--- src/rtl/mbi_pkg.sv ---
`timescale 1ns / 1ps
// ============================================================================
// mbi_pkg
// Types, constants and saturation helpers of the multichannel band-pass IIR.
// ============================================================================
package mbi_pkg;

    // Field and word widths
    localparam int CHANNELS   = 8;
    localparam int CHAN_W     = 3;
    localparam int ADDR_W     = $clog2(CHANNELS);
    localparam int SAMPLE_W   = 24;
    localparam int COEF_W     = 32;
    localparam int COEF_FRAC  = 28;
    localparam int STATE_W    = 48;
    localparam int STATE_FRAC = 12;
    localparam int ACC_W      = STATE_W + 2;
    localparam int YQ_W       = 32;
    localparam int YQ_FRAC    = 32 - SAMPLE_W;
    localparam int PROD_W     = 2 * COEF_W;
    localparam int TAPS       = 4;
    localparam int ROW_W      = TAPS * STATE_W;

    // Product alignment shifts
    localparam int SX       = COEF_FRAC - STATE_FRAC;
    localparam int SY       = COEF_FRAC + YQ_FRAC - STATE_FRAC;
    localparam int YQ_SHIFT = STATE_FRAC - YQ_FRAC;

    // Configuration port
    localparam int APB_AW   = 5;
    localparam int APB_DW   = 32;
    localparam int NUM_REGS = 5;

    typedef logic signed [SAMPLE_W-1:0] sample_t;
    typedef logic        [CHAN_W-1:0]   chan_t;
    typedef logic signed [COEF_W-1:0]   coef_t;
    typedef logic signed [STATE_W-1:0]  state_t;
    typedef logic signed [ACC_W-1:0]    acc_t;
    typedef logic signed [YQ_W-1:0]     yq_t;
    typedef logic signed [PROD_W-1:0]   prod_t;
    typedef logic        [ROW_W-1:0]    row_t;

    typedef enum logic [2:0] {
        REG_GAIN = 3'd0,
        REG_A1   = 3'd1,
        REG_A2   = 3'd2,
        REG_A3   = 3'd3,
        REG_A4   = 3'd4
    } reg_idx_t;

    localparam coef_t GAIN_RST = coef_t'(23401957);
    localparam coef_t A1_RST   = coef_t'(-770867792);
    localparam coef_t A2_RST   = coef_t'(849479879);
    localparam coef_t A3_RST   = coef_t'(-441729137);
    localparam coef_t A4_RST   = coef_t'(96002709);

    typedef struct packed {
        coef_t gain;
        coef_t a1;
        coef_t a2;
        coef_t a3;
        coef_t a4;
    } cfg_t;

    typedef enum logic [2:0] {
        SEL_GAIN = 3'd0,
        SEL_A1   = 3'd1,
        SEL_A2   = 3'd2,
        SEL_A3   = 3'd3,
        SEL_A4   = 3'd4
    } mul_sel_t;

    typedef enum logic [3:0] {
        ST_IDLE,
        ST_LOAD,
        ST_GAIN_RND,
        ST_GAIN_ACC,
        ST_QUANT,
        ST_FEEDBACK,
        ST_DRAIN_RND,
        ST_DRAIN_ACC,
        ST_DONE
    } ctrl_state_t;

    typedef struct packed {
        logic     capture;
        logic     load;
        logic     mul_go;
        mul_sel_t mul_sel;
        logic     quant;
        logic     commit;
    } dp_cmd_t;

    // Saturation limits in accumulator width
    localparam acc_t STATE_MAX_A  = acc_t'({1'b0, {(STATE_W-1){1'b1}}});
    localparam acc_t STATE_MIN_A  = ~STATE_MAX_A;
    localparam acc_t YQ_MAX_A     = acc_t'({1'b0, {(YQ_W-1){1'b1}}});
    localparam acc_t YQ_MIN_A     = ~YQ_MAX_A;
    localparam acc_t SAMPLE_MAX_A = acc_t'({1'b0, {(SAMPLE_W-1){1'b1}}});
    localparam acc_t SAMPLE_MIN_A = ~SAMPLE_MAX_A;

    // Half-LSB rounding offsets
    localparam acc_t YQ_HALF  = acc_t'(1) <<< (YQ_SHIFT - 1);
    localparam acc_t OUT_HALF = acc_t'(1) <<< (STATE_FRAC - 1);

    function automatic state_t sat_state(input acc_t v);
        acc_t r;
        if (v > STATE_MAX_A)
            r = STATE_MAX_A;
        else if (v < STATE_MIN_A)
            r = STATE_MIN_A;
        else
            r = v;
        return r[STATE_W-1:0];
    endfunction

    function automatic yq_t sat_yq(input acc_t v);
        acc_t r;
        if (v > YQ_MAX_A)
            r = YQ_MAX_A;
        else if (v < YQ_MIN_A)
            r = YQ_MIN_A;
        else
            r = v;
        return r[YQ_W-1:0];
    endfunction

    function automatic sample_t sat_sample(input acc_t v);
        acc_t r;
        if (v > SAMPLE_MAX_A)
            r = SAMPLE_MAX_A;
        else if (v < SAMPLE_MIN_A)
            r = SAMPLE_MIN_A;
        else
            r = v;
        return r[SAMPLE_W-1:0];
    endfunction

endpackage

--- src/rtl/mbi_ctrl.sv ---
`timescale 1ns / 1ps
// ============================================================================
// mbi_ctrl
// Sequencer: steps one item through load, gain product, quantize, four
// feedback products and write-back; owns the result valid flag.
// ============================================================================
module mbi_ctrl (
    input  logic             clk,
    input  logic             rst_n,
    input  logic             in_valid,
    output logic             in_ready,
    input  logic             out_ready,
    output logic             out_valid,
    output mbi_pkg::dp_cmd_t cmd
);
    import mbi_pkg::*;

    ctrl_state_t state_reg;
    ctrl_state_t state_next;
    logic [1:0]  cnt_reg;
    logic [1:0]  cnt_next;
    logic        out_valid_reg;
    logic        out_valid_next;
    logic        out_free;

    assign out_free = ~out_valid_reg | out_ready;

    always_comb
    begin
        state_next = state_reg;
        cnt_next   = cnt_reg;
        cmd        = '0;
        cmd.mul_sel = SEL_GAIN;
        in_ready   = 1'b0;
        unique case (state_reg)
            ST_IDLE:
            begin
                in_ready    = 1'b1;
                cmd.capture = in_valid;
                if (in_valid)
                begin
                    state_next = ST_LOAD;
                end
            end
            ST_LOAD:
            begin
                // state row arrives; start the gain product
                cmd.load    = 1'b1;
                cmd.mul_go  = 1'b1;
                cmd.mul_sel = SEL_GAIN;
                state_next  = ST_GAIN_RND;
            end
            ST_GAIN_RND:
            begin
                state_next = ST_GAIN_ACC;
            end
            ST_GAIN_ACC:
            begin
                state_next = ST_QUANT;
            end
            ST_QUANT:
            begin
                cmd.quant  = 1'b1;
                cnt_next   = '0;
                state_next = ST_FEEDBACK;
            end
            ST_FEEDBACK:
            begin
                cmd.mul_go = 1'b1;
                unique case (cnt_reg)
                    2'd0: cmd.mul_sel = SEL_A1;
                    2'd1: cmd.mul_sel = SEL_A2;
                    2'd2: cmd.mul_sel = SEL_A3;
                    2'd3: cmd.mul_sel = SEL_A4;
                    default: cmd.mul_sel = SEL_A1;
                endcase
                cnt_next = cnt_reg + 2'd1;
                if (cnt_reg == 2'd3)
                begin
                    state_next = ST_DRAIN_RND;
                end
            end
            ST_DRAIN_RND:
            begin
                state_next = ST_DRAIN_ACC;
            end
            ST_DRAIN_ACC:
            begin
                state_next = ST_DONE;
            end
            ST_DONE:
            begin
                // hold until the output register can take the item
                if (out_free)
                begin
                    cmd.commit = 1'b1;
                    state_next = ST_IDLE;
                end
            end
            default:
            begin
                state_next = ST_IDLE;
            end
        endcase
    end

    always_comb
    begin
        priority if (cmd.commit)
            out_valid_next = 1'b1;
        else if (out_ready)
            out_valid_next = 1'b0;
        else
            out_valid_next = out_valid_reg;
    end

    always_ff @(posedge clk or negedge rst_n)
    begin
        if (!rst_n)
        begin
            state_reg     <= ST_IDLE;
            cnt_reg       <= '0;
            out_valid_reg <= 1'b0;
        end
        else
        begin
            state_reg     <= state_next;
            cnt_reg       <= cnt_next;
            out_valid_reg <= out_valid_next;
        end
    end

    assign out_valid = out_valid_reg;

endmodule

--- config.mk ---
export PLATFORM = sky130hd
export DESIGN_NAME = mbi_ctrl
export DESIGN_NICKNAME = d
export VERILOG_FILES = /design/src/rtl/mbi_pkg.sv /design/src/rtl/mbi_ctrl.sv
export SDC_FILE = /design/constraint.sdc
export NUM_CORES = 1
export LEC_CHECK = 0
export BUFFER_PORTS_ARGS = -buffer_cell sky130_fd_sc_hd__clkbuf_2
export CORE_AREA = 4 4 41 43
export DETAILED_ROUTE_END_ITERATION = 6
export DIE_AREA = 0 0 45 47
export PLACE_DENSITY_LB_ADDON = 0.15
export REMOVE_ABC_BUFFERS = 1
export SLEW_MARGIN = 25
export SYNTH_ARGS = -nofsm -noshare
export SYNTH_HDL_FRONTEND = slang
export SYNTH_SLANG_ARGS = --single-unit
--- constraint.sdc ---
create_clock -name clk -period 1.8 [get_ports clk]
set_clock_uncertainty 0.15 [all_clocks]
set_input_delay 0.18 -clock clk [delete_from_list [all_inputs] [get_ports clk]]
set_output_delay 0.18 -clock clk [all_outputs]
set_load 0.02 [all_outputs]
==> results.txt <==
status: complete, no violations
Tmin final: 1.78 ns
final wirelength: 981 µm
top post-synthesis cells by area: dfrtp_1 38%, ha_1 11%, and2_1 4.1%
max-cap violation count: 0
CTS Buffer Depth: 2
asr flop ratio synth: 100%
total CTS buffers: 3
CTS tree: done
Hold Fails Final Rpt: 0
Worst slew margin: 85.4%
pin count of the biggest net entering global routing: 10
Comb power frac: 59.4%
number of vias per cell: 4.75
Hold Crit Start: out_ready
io pins: 14
Pint: 584 µW
switching power total: 463 µW
Seq/Total Area, Yosys: 37.8%
Synth Cell Area: 463 µm²
setup ws final: 0.0196 ns
WL/cell: 11.8 µm
Min-Delay Endpoint: out_valid
first-pass GRT wire length: 1.55 mm
CP max stage delay: 0.55 ns
setup TNS: 0 ns
WHS Path Cells: 3
Crit path depth: 3
Area Overhead vs Synth: 34.1%
Post-synth EDFFs: 0
gpl congestion: 0.707
slowest cell on the critical path: or4b_4
Gate Count Post-Synth: 48
worst slew pin tran: 0.218 ns
dominant cell by count in the synthesized netlist: dfrtp_1
critical path class: flip-flop to output port
Final #Nets: 77
pins over their slew limit: 0
post-route ant nets: 0
Die H: 47 µm
DRC Markers: 0
RSZ-0062 raised after global routing: yes
Congestion Overflow GR: 0
clk sink count: 7
maximum vdd drop: 0.588 mV
Hold Crit Class: primary input to flip-flop
htree depth: 1
synthesized area per cell: 9.64 µm²
f_max: 0.562 GHz
Placement Rows: 13
CP startpoint kind: flip-flop
Final Cycle Share: 98.9%
die width: 45 µm
crit path cell chain: or4b_4, nor2b_1, buf_4
required time of the critical path: 1.47 ns
Worst Path Buf+Inv: 1
Leakage: 0.000318 µW
# diodes: 0
synthesized flop and latch total: 7
Worst R2R Path Depth: 3
vias after detailed routing: 394
Pwr Density: 1690 nW/µm²
Synth top cells by count: 7 x dfrtp_1, 4 x ha_1, 4 x nand2_1, 4 x nor2_1
pre-CTS setup slack: 0.212 ns
area leader, netlist: dfrtp_1
HPWL Detailed: 699 µm
Primary FF master, synth: dfrtp_1
R2R setup slack: 0.35 ns
yosys warns: 0
Pre-antenna DRT Iters: 4
RR Endpoint: state_reg[3]
antenna violations before repair: 0
final setup violation count: 0
Netlist cell types: 23
vias in the first global route: 356
number of fill cells: 136
Top delay family on crit path: simple AND/OR/NAND/NOR gates
data arrival time of the critical path: 1.45 ns
Largest register FFs: 4
IO Port Bufs: 13
Starting Density: 35.6%
clk slew on worst S/H paths: 0.06 ns
fraction of layout cells with a size suffix above 1: 42.6%
Placeable Area: 1300 µm²
Worst setup EP type: output port
sw frac: 44.2%
clock latency on the worst-skew pair: 0.26 ns
clock power share: 13.9%
drt initial violations: 6
FF-to-FF Start: state_reg[0]
Tot GR Track Use: 10.9%
crit-path max FO: 2
Root Buffer: clkbuf_4
sequential share of power: 26.7%
Synth top area share: 37.8%
die area: 2120 µm²
## repair_timing
| item | in CTS | in global routing |
|---|---|---|
| hold buffers | 1 | 0 |
| pin swaps | 1 | 1 |
| resized for setup | 3 | 9 |
| setup endpoints to repair | 2 | 6 |
| endpoints found under the hold margin | 7 | 0 |
| buffers inserted | 3 | 1 |
## cell usage in the layout (no fill, tap or decap)
cell / instances
nand2b_1: 3
clkbuf_1: 1
or2b_1: 1
ha_1: 4
o21a_1: 2
o21ai_0: 1
buf_4: 10
a21oi_1: 1
clkbuf_4: 3
o22ai_2: 1
mux2i_1: 1
and4bb_2: 1
and2_1: 2
inv_1: 2
nand2_1: 4
or4b_4: 1
nor3_1: 2
dfrtp_2: 2
and2_4: 1
nor2_1: 4
nor4_2: 1
xor2_1: 1
o21bai_1: 2
dlygate4sd3_1: 1
clkbuf_2: 9
nor2b_1: 2
dfrtp_1: 5
## worst min-delay path: stages
cell      delay, ns
clkbuf_2       0.07
nand2b_1       0.14
nand2_1        0.06
## cell families (layout without fill, tap and decap cells)
| kind of cell | count (synthesis) | in the layout | synth area share, % |
|---|---|---|---|
| compound gates | 7 | 7 | 11.3 |
| xor+xnor | 1 | 1 | 1.89 |
| fa+ha+maj | 4 | 4 | 10.8 |
| buf+inv | 6 | 26 | 7.84 |
| flops | 7 | 7 | 37.8 |
| mux | 1 | 1 | 2.16 |
| simple gates | 22 | 22 | 28.1 |
## metal layers
metal,routed length [µm],global-route usage [%],vias to the layer above
li1,-,-,198
met1,425,12.5,180
met2,459,15.5,14
met3,86,7.28,2
met4,10,5.26,0
met5,0,0,-
## area by class of cell
class	instances	area [µm²]	area share [%]
Clock buffer	4	26.3	4.23
Inverter	2	7.51	1.21
Multi-Input combinational cell	35	260	41.9
Sequential cell	7	178	28.6
Tap cell	15	18.8	3.02
Timing Repair Buffer	20	130	21.0
## worst max path at each step
stage | from | endpoint | slack (ns)
after floorplan | state_reg[1] | cmd[7] | -0.09
after global placement | state_reg[1] | cmd[0] | 0.22
after detailed placement | state_reg[1] | cmd[0] | 0.21
after CTS | state_reg[1] | cmd[0] | -0.01
after global routing | state_reg[1] | cmd[0] | -0.04
final | state_reg[0] | cmd[0] | 0.02
## power groups by stage
stage | Sequential [µW] | Combinational (µW) | Clock (µW)
4_1_cts | 277 | 585 | 148
2_1_floorplan | 303 | 343 | 0
3_3_place_gp | 293 | 544 | 0
6_report | 279 | 622 | 145
5_1_grt | 288 | 699 | 158
3_5_place_dp | 293 | 529 | 0
## through the flow
stage | cell area (µm²) | util [%] | hold WS [ns] | std cells | total power, µW
detailed placement | 533 | 41.0 | -0.123 | 74 | 822
floorplan | 434 | - | -0.266 | 44 | 646
finish | 621 | 47.7 | 0.0743 | 83 | 1050
CTS | 597 | 45.9 | 0.0799 | 82 | 1010
global route | 621 | 47.7 | 0.118 | 83 | 1150
global placement | 533 | 41.0 | -0.120 | 74 | 837
Power figures use the tool's default switching activity.
