===== config.mk =====
export PLATFORM = sky130hd
export DESIGN_NAME = mbi_regs
export DESIGN_NICKNAME = d
export VERILOG_FILES = /design/src/rtl/mbi_pkg.sv /design/src/rtl/mbi_regs.sv
export SDC_FILE = /design/constraint.sdc
export NUM_CORES = 1
export LEC_CHECK = 0
export BUFFER_PORTS_ARGS = -buffer_cell sky130_fd_sc_hd__buf_2
export CORE_MARGIN = 2
export CORE_UTILIZATION = 50
export CTS_BUF_LIST = sky130_fd_sc_hd__clkbuf_4
export DETAILED_ROUTE_END_ITERATION = 7
export GPL_ROUTABILITY_DRIVEN = 0
export GPL_TIMING_DRIVEN = 0
export PLACE_DENSITY = 0.78
export SETUP_SLACK_MARGIN = 0.2
export SLEW_MARGIN = 25
export SYNTH_ARGS = -nofsm -noshare
export SYNTH_HDL_FRONTEND = slang
export SYNTH_SLANG_ARGS = --single-unit

===== constraint.sdc =====
create_clock -name clk -period 2 [get_ports clk]
set_clock_uncertainty 0.1 [all_clocks]
set_input_delay 0.4 -clock clk [delete_from_list [all_inputs] [get_ports clk]]
set_output_delay 0.4 -clock clk [all_outputs]
set_load 0.01 [all_outputs]

===== src/rtl/mbi_pkg.sv =====
`timescale 1ns / 1ps
// ============================================================================
// mbi_pkg
// Types, constants and saturation helpers of the multichannel band-pass IIR.
// ============================================================================
package mbi_pkg;

    // Field and word widths
    localparam int CHANNELS   = 8;
    localparam int CHAN_W     = 3;
    localparam int ADDR_W     = $clog2(CHANNELS);
    localparam int SAMPLE_W   = 24;
    localparam int COEF_W     = 32;
    localparam int COEF_FRAC  = 28;
    localparam int STATE_W    = 48;
    localparam int STATE_FRAC = 12;
    localparam int ACC_W      = STATE_W + 2;
    localparam int YQ_W       = 32;
    localparam int YQ_FRAC    = 32 - SAMPLE_W;
    localparam int PROD_W     = 2 * COEF_W;
    localparam int TAPS       = 4;
    localparam int ROW_W      = TAPS * STATE_W;

    // Product alignment shifts
    localparam int SX       = COEF_FRAC - STATE_FRAC;
    localparam int SY       = COEF_FRAC + YQ_FRAC - STATE_FRAC;
    localparam int YQ_SHIFT = STATE_FRAC - YQ_FRAC;

    // Configuration port
    localparam int APB_AW   = 5;
    localparam int APB_DW   = 32;
    localparam int NUM_REGS = 5;

    typedef logic signed [SAMPLE_W-1:0] sample_t;
    typedef logic        [CHAN_W-1:0]   chan_t;
    typedef logic signed [COEF_W-1:0]   coef_t;
    typedef logic signed [STATE_W-1:0]  state_t;
    typedef logic signed [ACC_W-1:0]    acc_t;
    typedef logic signed [YQ_W-1:0]     yq_t;
    typedef logic signed [PROD_W-1:0]   prod_t;
    typedef logic        [ROW_W-1:0]    row_t;

    typedef enum logic [2:0] {
        REG_GAIN = 3'd0,
        REG_A1   = 3'd1,
        REG_A2   = 3'd2,
        REG_A3   = 3'd3,
        REG_A4   = 3'd4
    } reg_idx_t;

    localparam coef_t GAIN_RST = coef_t'(23401957);
    localparam coef_t A1_RST   = coef_t'(-770867792);
    localparam coef_t A2_RST   = coef_t'(849479879);
    localparam coef_t A3_RST   = coef_t'(-441729137);
    localparam coef_t A4_RST   = coef_t'(96002709);

    typedef struct packed {
        coef_t gain;
        coef_t a1;
        coef_t a2;
        coef_t a3;
        coef_t a4;
    } cfg_t;

    typedef enum logic [2:0] {
        SEL_GAIN = 3'd0,
        SEL_A1   = 3'd1,
        SEL_A2   = 3'd2,
        SEL_A3   = 3'd3,
        SEL_A4   = 3'd4
    } mul_sel_t;

    typedef enum logic [3:0] {
        ST_IDLE,
        ST_LOAD,
        ST_GAIN_RND,
        ST_GAIN_ACC,
        ST_QUANT,
        ST_FEEDBACK,
        ST_DRAIN_RND,
        ST_DRAIN_ACC,
        ST_DONE
    } ctrl_state_t;

    typedef struct packed {
        logic     capture;
        logic     load;
        logic     mul_go;
        mul_sel_t mul_sel;
        logic     quant;
        logic     commit;
    } dp_cmd_t;

    // Saturation limits in accumulator width
    localparam acc_t STATE_MAX_A  = acc_t'({1'b0, {(STATE_W-1){1'b1}}});
    localparam acc_t STATE_MIN_A  = ~STATE_MAX_A;
    localparam acc_t YQ_MAX_A     = acc_t'({1'b0, {(YQ_W-1){1'b1}}});
    localparam acc_t YQ_MIN_A     = ~YQ_MAX_A;
    localparam acc_t SAMPLE_MAX_A = acc_t'({1'b0, {(SAMPLE_W-1){1'b1}}});
    localparam acc_t SAMPLE_MIN_A = ~SAMPLE_MAX_A;

    // Half-LSB rounding offsets
    localparam acc_t YQ_HALF  = acc_t'(1) <<< (YQ_SHIFT - 1);
    localparam acc_t OUT_HALF = acc_t'(1) <<< (STATE_FRAC - 1);

    function automatic state_t sat_state(input acc_t v);
        acc_t r;
        if (v > STATE_MAX_A)
            r = STATE_MAX_A;
        else if (v < STATE_MIN_A)
            r = STATE_MIN_A;
        else
            r = v;
        return r[STATE_W-1:0];
    endfunction

    function automatic yq_t sat_yq(input acc_t v);
        acc_t r;
        if (v > YQ_MAX_A)
            r = YQ_MAX_A;
        else if (v < YQ_MIN_A)
            r = YQ_MIN_A;
        else
            r = v;
        return r[YQ_W-1:0];
    endfunction

    function automatic sample_t sat_sample(input acc_t v);
        acc_t r;
        if (v > SAMPLE_MAX_A)
            r = SAMPLE_MAX_A;
        else if (v < SAMPLE_MIN_A)
            r = SAMPLE_MIN_A;
        else
            r = v;
        return r[SAMPLE_W-1:0];
    endfunction

endpackage


===== src/rtl/mbi_regs.sv =====
`timescale 1ns / 1ps
// ============================================================================
// mbi_regs
// APB register file holding the filter gain and feedback coefficients.
// ============================================================================
module mbi_regs (
    input  logic                      clk,
    input  logic                      rst_n,
    input  logic                      psel,
    input  logic                      penable,
    input  logic                      pwrite,
    input  logic [mbi_pkg::APB_AW-1:0] paddr,
    input  logic [mbi_pkg::APB_DW-1:0] pwdata,
    output logic [mbi_pkg::APB_DW-1:0] prdata,
    output logic                      pready,
    output mbi_pkg::cfg_t             cfg
);
    import mbi_pkg::*;

    cfg_t     cfg_reg;
    cfg_t     cfg_next;
    reg_idx_t idx;
    logic     wr_en;

    assign idx    = reg_idx_t'(paddr[APB_AW-1:2]);
    assign wr_en  = psel & penable & pwrite;
    assign pready = 1'b1;

    always_comb
    begin
        cfg_next = cfg_reg;
        if (wr_en)
        begin
            unique case (idx)
                REG_GAIN: cfg_next.gain = coef_t'(pwdata);
                REG_A1:   cfg_next.a1   = coef_t'(pwdata);
                REG_A2:   cfg_next.a2   = coef_t'(pwdata);
                REG_A3:   cfg_next.a3   = coef_t'(pwdata);
                REG_A4:   cfg_next.a4   = coef_t'(pwdata);
                default:  cfg_next = cfg_reg;
            endcase
        end
    end

    always_comb
    begin
        unique case (idx)
            REG_GAIN: prdata = APB_DW'(cfg_reg.gain);
            REG_A1:   prdata = APB_DW'(cfg_reg.a1);
            REG_A2:   prdata = APB_DW'(cfg_reg.a2);
            REG_A3:   prdata = APB_DW'(cfg_reg.a3);
            REG_A4:   prdata = APB_DW'(cfg_reg.a4);
            default:  prdata = '0;
        endcase
    end

    always_ff @(posedge clk or negedge rst_n)
    begin
        if (!rst_n)
        begin
            cfg_reg.gain <= GAIN_RST;
            cfg_reg.a1   <= A1_RST;
            cfg_reg.a2   <= A2_RST;
            cfg_reg.a3   <= A3_RST;
            cfg_reg.a4   <= A4_RST;
        end
        else
        begin
            cfg_reg <= cfg_next;
        end
    end

    assign cfg = cfg_reg;

endmodule


==> impl_metrics.csv <==
group,metric,value,unit
yosys,synth.yosys.seq_area_share,56.6,%
yosys,synth_area_per_cell,15.5,um^2
timing,relSlewSlack,61.3,%
power,power_density,948,nW/um^2
timing,fin_worst_hold_slack,50.9,ps
timing,finalSetupViolations,32,
floorplanning,initial_core_util,51.6,%
final_layout,post_route_cells_drive_above_1_share,75.0,%
outcome,run_status,"complete, but fails checks",
placement,place_hpwl,13.8,mm
setup_path,worst-setup-path-type,"reg -> out",
yosys,yosys_warns,0,
clock_network,cts.root.buffer_cell,"sky130_fd_sc_hd__clkbuf_4",
grt,initial_antenna_violation_count,1,
timing,period_share,108,%
yosys,synth.distinct_cells,26,
placement,place_worst_setup_slack,-273,ps
routing,wirelength,20.9,mm
floorplanning,top_level_ports,235,
final_layout,largest_register_ffs,160,
setup_path,worst_ep_required_time,1500,ps
power,total_power,9.52,mW
clock_network,clkTransAtPathRegs,130,ps
setup_path,path_max_fanout,2,
placement,placement.io_buffers,230,
setup_path,cp.arrival,1660,ps
clock_network,clkLatencyLatePin,520,ps
yosys,synth_largest_area_cell,"sky130_fd_sc_hd__dfrtp_1",
clock_network,tritoncts,"done",
yosys,yosys_register_bits,160,
outcome,violations,"negative setup slack",
timing,worst_slack,-157,ps
power,p_leak,4.96,nW
final_layout,nets,826,
final_layout,area_added_between_synthesis_and_finish,38.7,%
final_layout,final_cell_area,10000,um^2
setup_path,worst_setup_path_start_kind,"flop",
grt,grt_pass1_vias,5681,
floorplanning,design.die.area,15500,um^2
timing,final_max_slew_viol_count,0,
grt,grt_pass1_wl,31.5,mm
setup_path,worstSetupEndpointType,"output port",
routing,detail-route-antenna-nets,0,
final_layout,seqCellArea,4100,um^2
placement,placedInstanceArea,8730,um^2
timing,rsz0062_at_grt,"true",
grt,largest_net_degree_at_the_start_of_global_routing,87,
grt,globalRoute.totalOverflow,0,
flow_run,max-cap-violations,0,
final_layout,final_core_util,71.5,%
yosys,ys_top_cells_by_area,"sky130_fd_sc_hd__dfrtp_1, sky130_fd_sc_hd__dfstp_2, sky130_fd_sc_hd__mux2_2, sky130_fd_sc_hd__mux2_4, sky130_fd_sc_hd__mux2i_1",
final_layout,number_of_inserted_filler_cells_in_the_final_layout,945,
clock_network,ctsLongestPathBuffers,2,
final_layout,multiInputGateArea,2990,um^2
floorplanning,fp.coreArea,14000,um^2
yosys,postSynthCellCount,468,
clock_network,cts-buffers-inserted,17,
floorplanning,row_count,43,
floorplanning,chipHeight,124,um
timing,timing.fmax,0.464,GHz
timing,worst_pin_slew,581,ps
floorplanning,die_w,124,um
yosys,synthesized_net_count,510,
timing,timing.final.hold_violations,0,
timing,post-route-min-period,2160,ps
routing,drcViolationCount,0,
power,ir_drop,0.000513,V
routing,post_drt_via_cell_ratio,5.58,
clock_network,cts.sinks,160,
routing,drt_first_pass_iters,4,
grt,grt_usage,26.0,%
yosys,netlist.area_leader.share,28.7,%
clock_network,cts_htree_levels,4,
routing,wl_per_cell,21.4,um
yosys,synthesized_cell_area,7240,um^2
worst_hold_path,hold_class,"in -> reg",
routing,via_count_of_the_routed_design,5462,
routing,initial_detailed_routing_violation_count,331,
-- cell usage in the layout (no fill, tap or decap), types with 2 or more instances in the layout --
cell type / n
sky130_fd_sc_hd__dfrtp_1: 83
sky130_fd_sc_hd__buf_12: 4
sky130_fd_sc_hd__dlygate4sd3_1: 6
sky130_fd_sc_hd__clkinvlp_4: 5
sky130_fd_sc_hd__clkbuf_8: 3
sky130_fd_sc_hd__buf_8: 2
sky130_fd_sc_hd__clkinv_2: 5
sky130_fd_sc_hd__mux2_1: 5
sky130_fd_sc_hd__nor2_1: 3
sky130_fd_sc_hd__a221o_1: 31
sky130_fd_sc_hd__buf_4: 46
sky130_fd_sc_hd__mux2_2: 125
sky130_fd_sc_hd__or3_1: 2
sky130_fd_sc_hd__buf_2: 182
sky130_fd_sc_hd__nand3b_1: 2
sky130_fd_sc_hd__dfstp_2: 77
sky130_fd_sc_hd__buf_6: 82
sky130_fd_sc_hd__o2bb2ai_1: 30
sky130_fd_sc_hd__clkbuf_4: 26
sky130_fd_sc_hd__mux2_4: 30
sky130_fd_sc_hd__mux2i_1: 31
-- metrics by stage --
stage	std cells	setup TNS, ps
after global placement	878	-217370
final	978	-2760
after CTS	950	-3200
after floorplan	468	0
after global routing	978	-5540
after detailed placement	879	-12220
-- layout make-up --
type / instances / share of cell area, %
sequential: 160 / 40.8
multi-input combinational: 273 / 29.7
antenna: 1 / 0.0249
tap: 180 / 2.24
clock buffer: 21 / 1.57
buffer: 35 / 3.35
clock inverter: 11 / 0.922
timing repair buffer: 297 / 21.3
-- kinds of logic (layout without fill, tap and decap cells) --
kind of cell           count (synthesis)  after routing  synth area share [%]
muxes                                192            192                  30.8
DFF                                  160            160                  56.6
AOI/OAI and AO/OA                     63             63                  8.10
buffers and inverters                 35            364                  2.61
and+or+nand+nor                       17             17                  1.80
other                                  1              2                0.0518
-- synth_stat cells --
library cell,instances
sky130_fd_sc_hd__a21oi_1,1
sky130_fd_sc_hd__a221o_1,31
sky130_fd_sc_hd__and4_1,1
sky130_fd_sc_hd__buf_1,1
sky130_fd_sc_hd__buf_2,15
sky130_fd_sc_hd__buf_4,4
sky130_fd_sc_hd__buf_6,3
sky130_fd_sc_hd__clkbuf_1,11
sky130_fd_sc_hd__clkbuf_2,1
sky130_fd_sc_hd__conb_1,1
sky130_fd_sc_hd__dfrtp_1,83
sky130_fd_sc_hd__dfstp_2,77
sky130_fd_sc_hd__mux2_1,5
sky130_fd_sc_hd__mux2_2,125
sky130_fd_sc_hd__mux2_4,30
sky130_fd_sc_hd__mux2i_1,32
sky130_fd_sc_hd__nand2_1,1
sky130_fd_sc_hd__nand2b_1,2
sky130_fd_sc_hd__nand3b_1,2
sky130_fd_sc_hd__nand4b_4,1
sky130_fd_sc_hd__nor2_1,4
sky130_fd_sc_hd__nor3_1,1
sky130_fd_sc_hd__nor3b_2,2
sky130_fd_sc_hd__nor4b_1,1
sky130_fd_sc_hd__o2bb2ai_1,31
sky130_fd_sc_hd__or3_1,2
-- report_power, final --
group / switching, mW / leakage [nW] / internal [mW]
combinational: 1.32 / 2.97 / 1.82
clock: 1.09 / 0.131 / 0.659
sequential: 0.531 / 1.87 / 4.10
-- repair_timing --
action	4_1_cts	5_1_grt
hold buffers	2	4
hold endpoints to repair	35	4
endpoints found under the setup margin	32	81
gates cloned	0	1
setup buffers	37	22
resized for setup	51	67
pin swaps	15	16
-- worst max-delay path, cell delays in order (launching register included) --
cell and delay, ps:
sky130_fd_sc_hd__dfrtp_1 420, sky130_fd_sc_hd__mux2i_1 190, sky130_fd_sc_hd__o2bb2ai_1 90, sky130_fd_sc_hd__a221o_1 280
sky130_fd_sc_hd__buf_2 150
-- worst paths after layout --
check | from | endpoint | slack, ps | cells after the start
setup / recovery | cfg[52]$_DFFE_PN0P_ | prdata[20] | -160 | 4
hold / removal | pwdata[27] | cfg[155]$_DFFE_PN0P_ | 50 | 2
setup reg to reg | cfg[117]$_DFFE_PN0P_ | cfg[117]$_DFFE_PN0P_ | 870 | 3
hold reg to reg | cfg[18]$_DFFE_PN0P_ | cfg[18]$_DFFE_PN0P_ | 450 | 1
max in group asynchronous | rst_n | cfg[149]$_DFFE_PN1P_ | 640 | 3
min in group asynchronous | rst_n | cfg[98]$_DFFE_PN0P_ | 330 | 2
-- routing by layer --
metal | part of all wire [%] | wire [um] | track usage [%] | up-vias
met4 | 2.0 | 420 | 10.2 | 0
li1 | - | - | - | 2416
met1 | 42 | 8710 | 32.4 | 2784
met5 | 0 | 0 | 0 | -
met2 | 51 | 10600 | 43.9 | 232
met3 | 5.6 | 1160 | 6.14 | 30
Note: power is estimated with default switching activity, not from simulation.
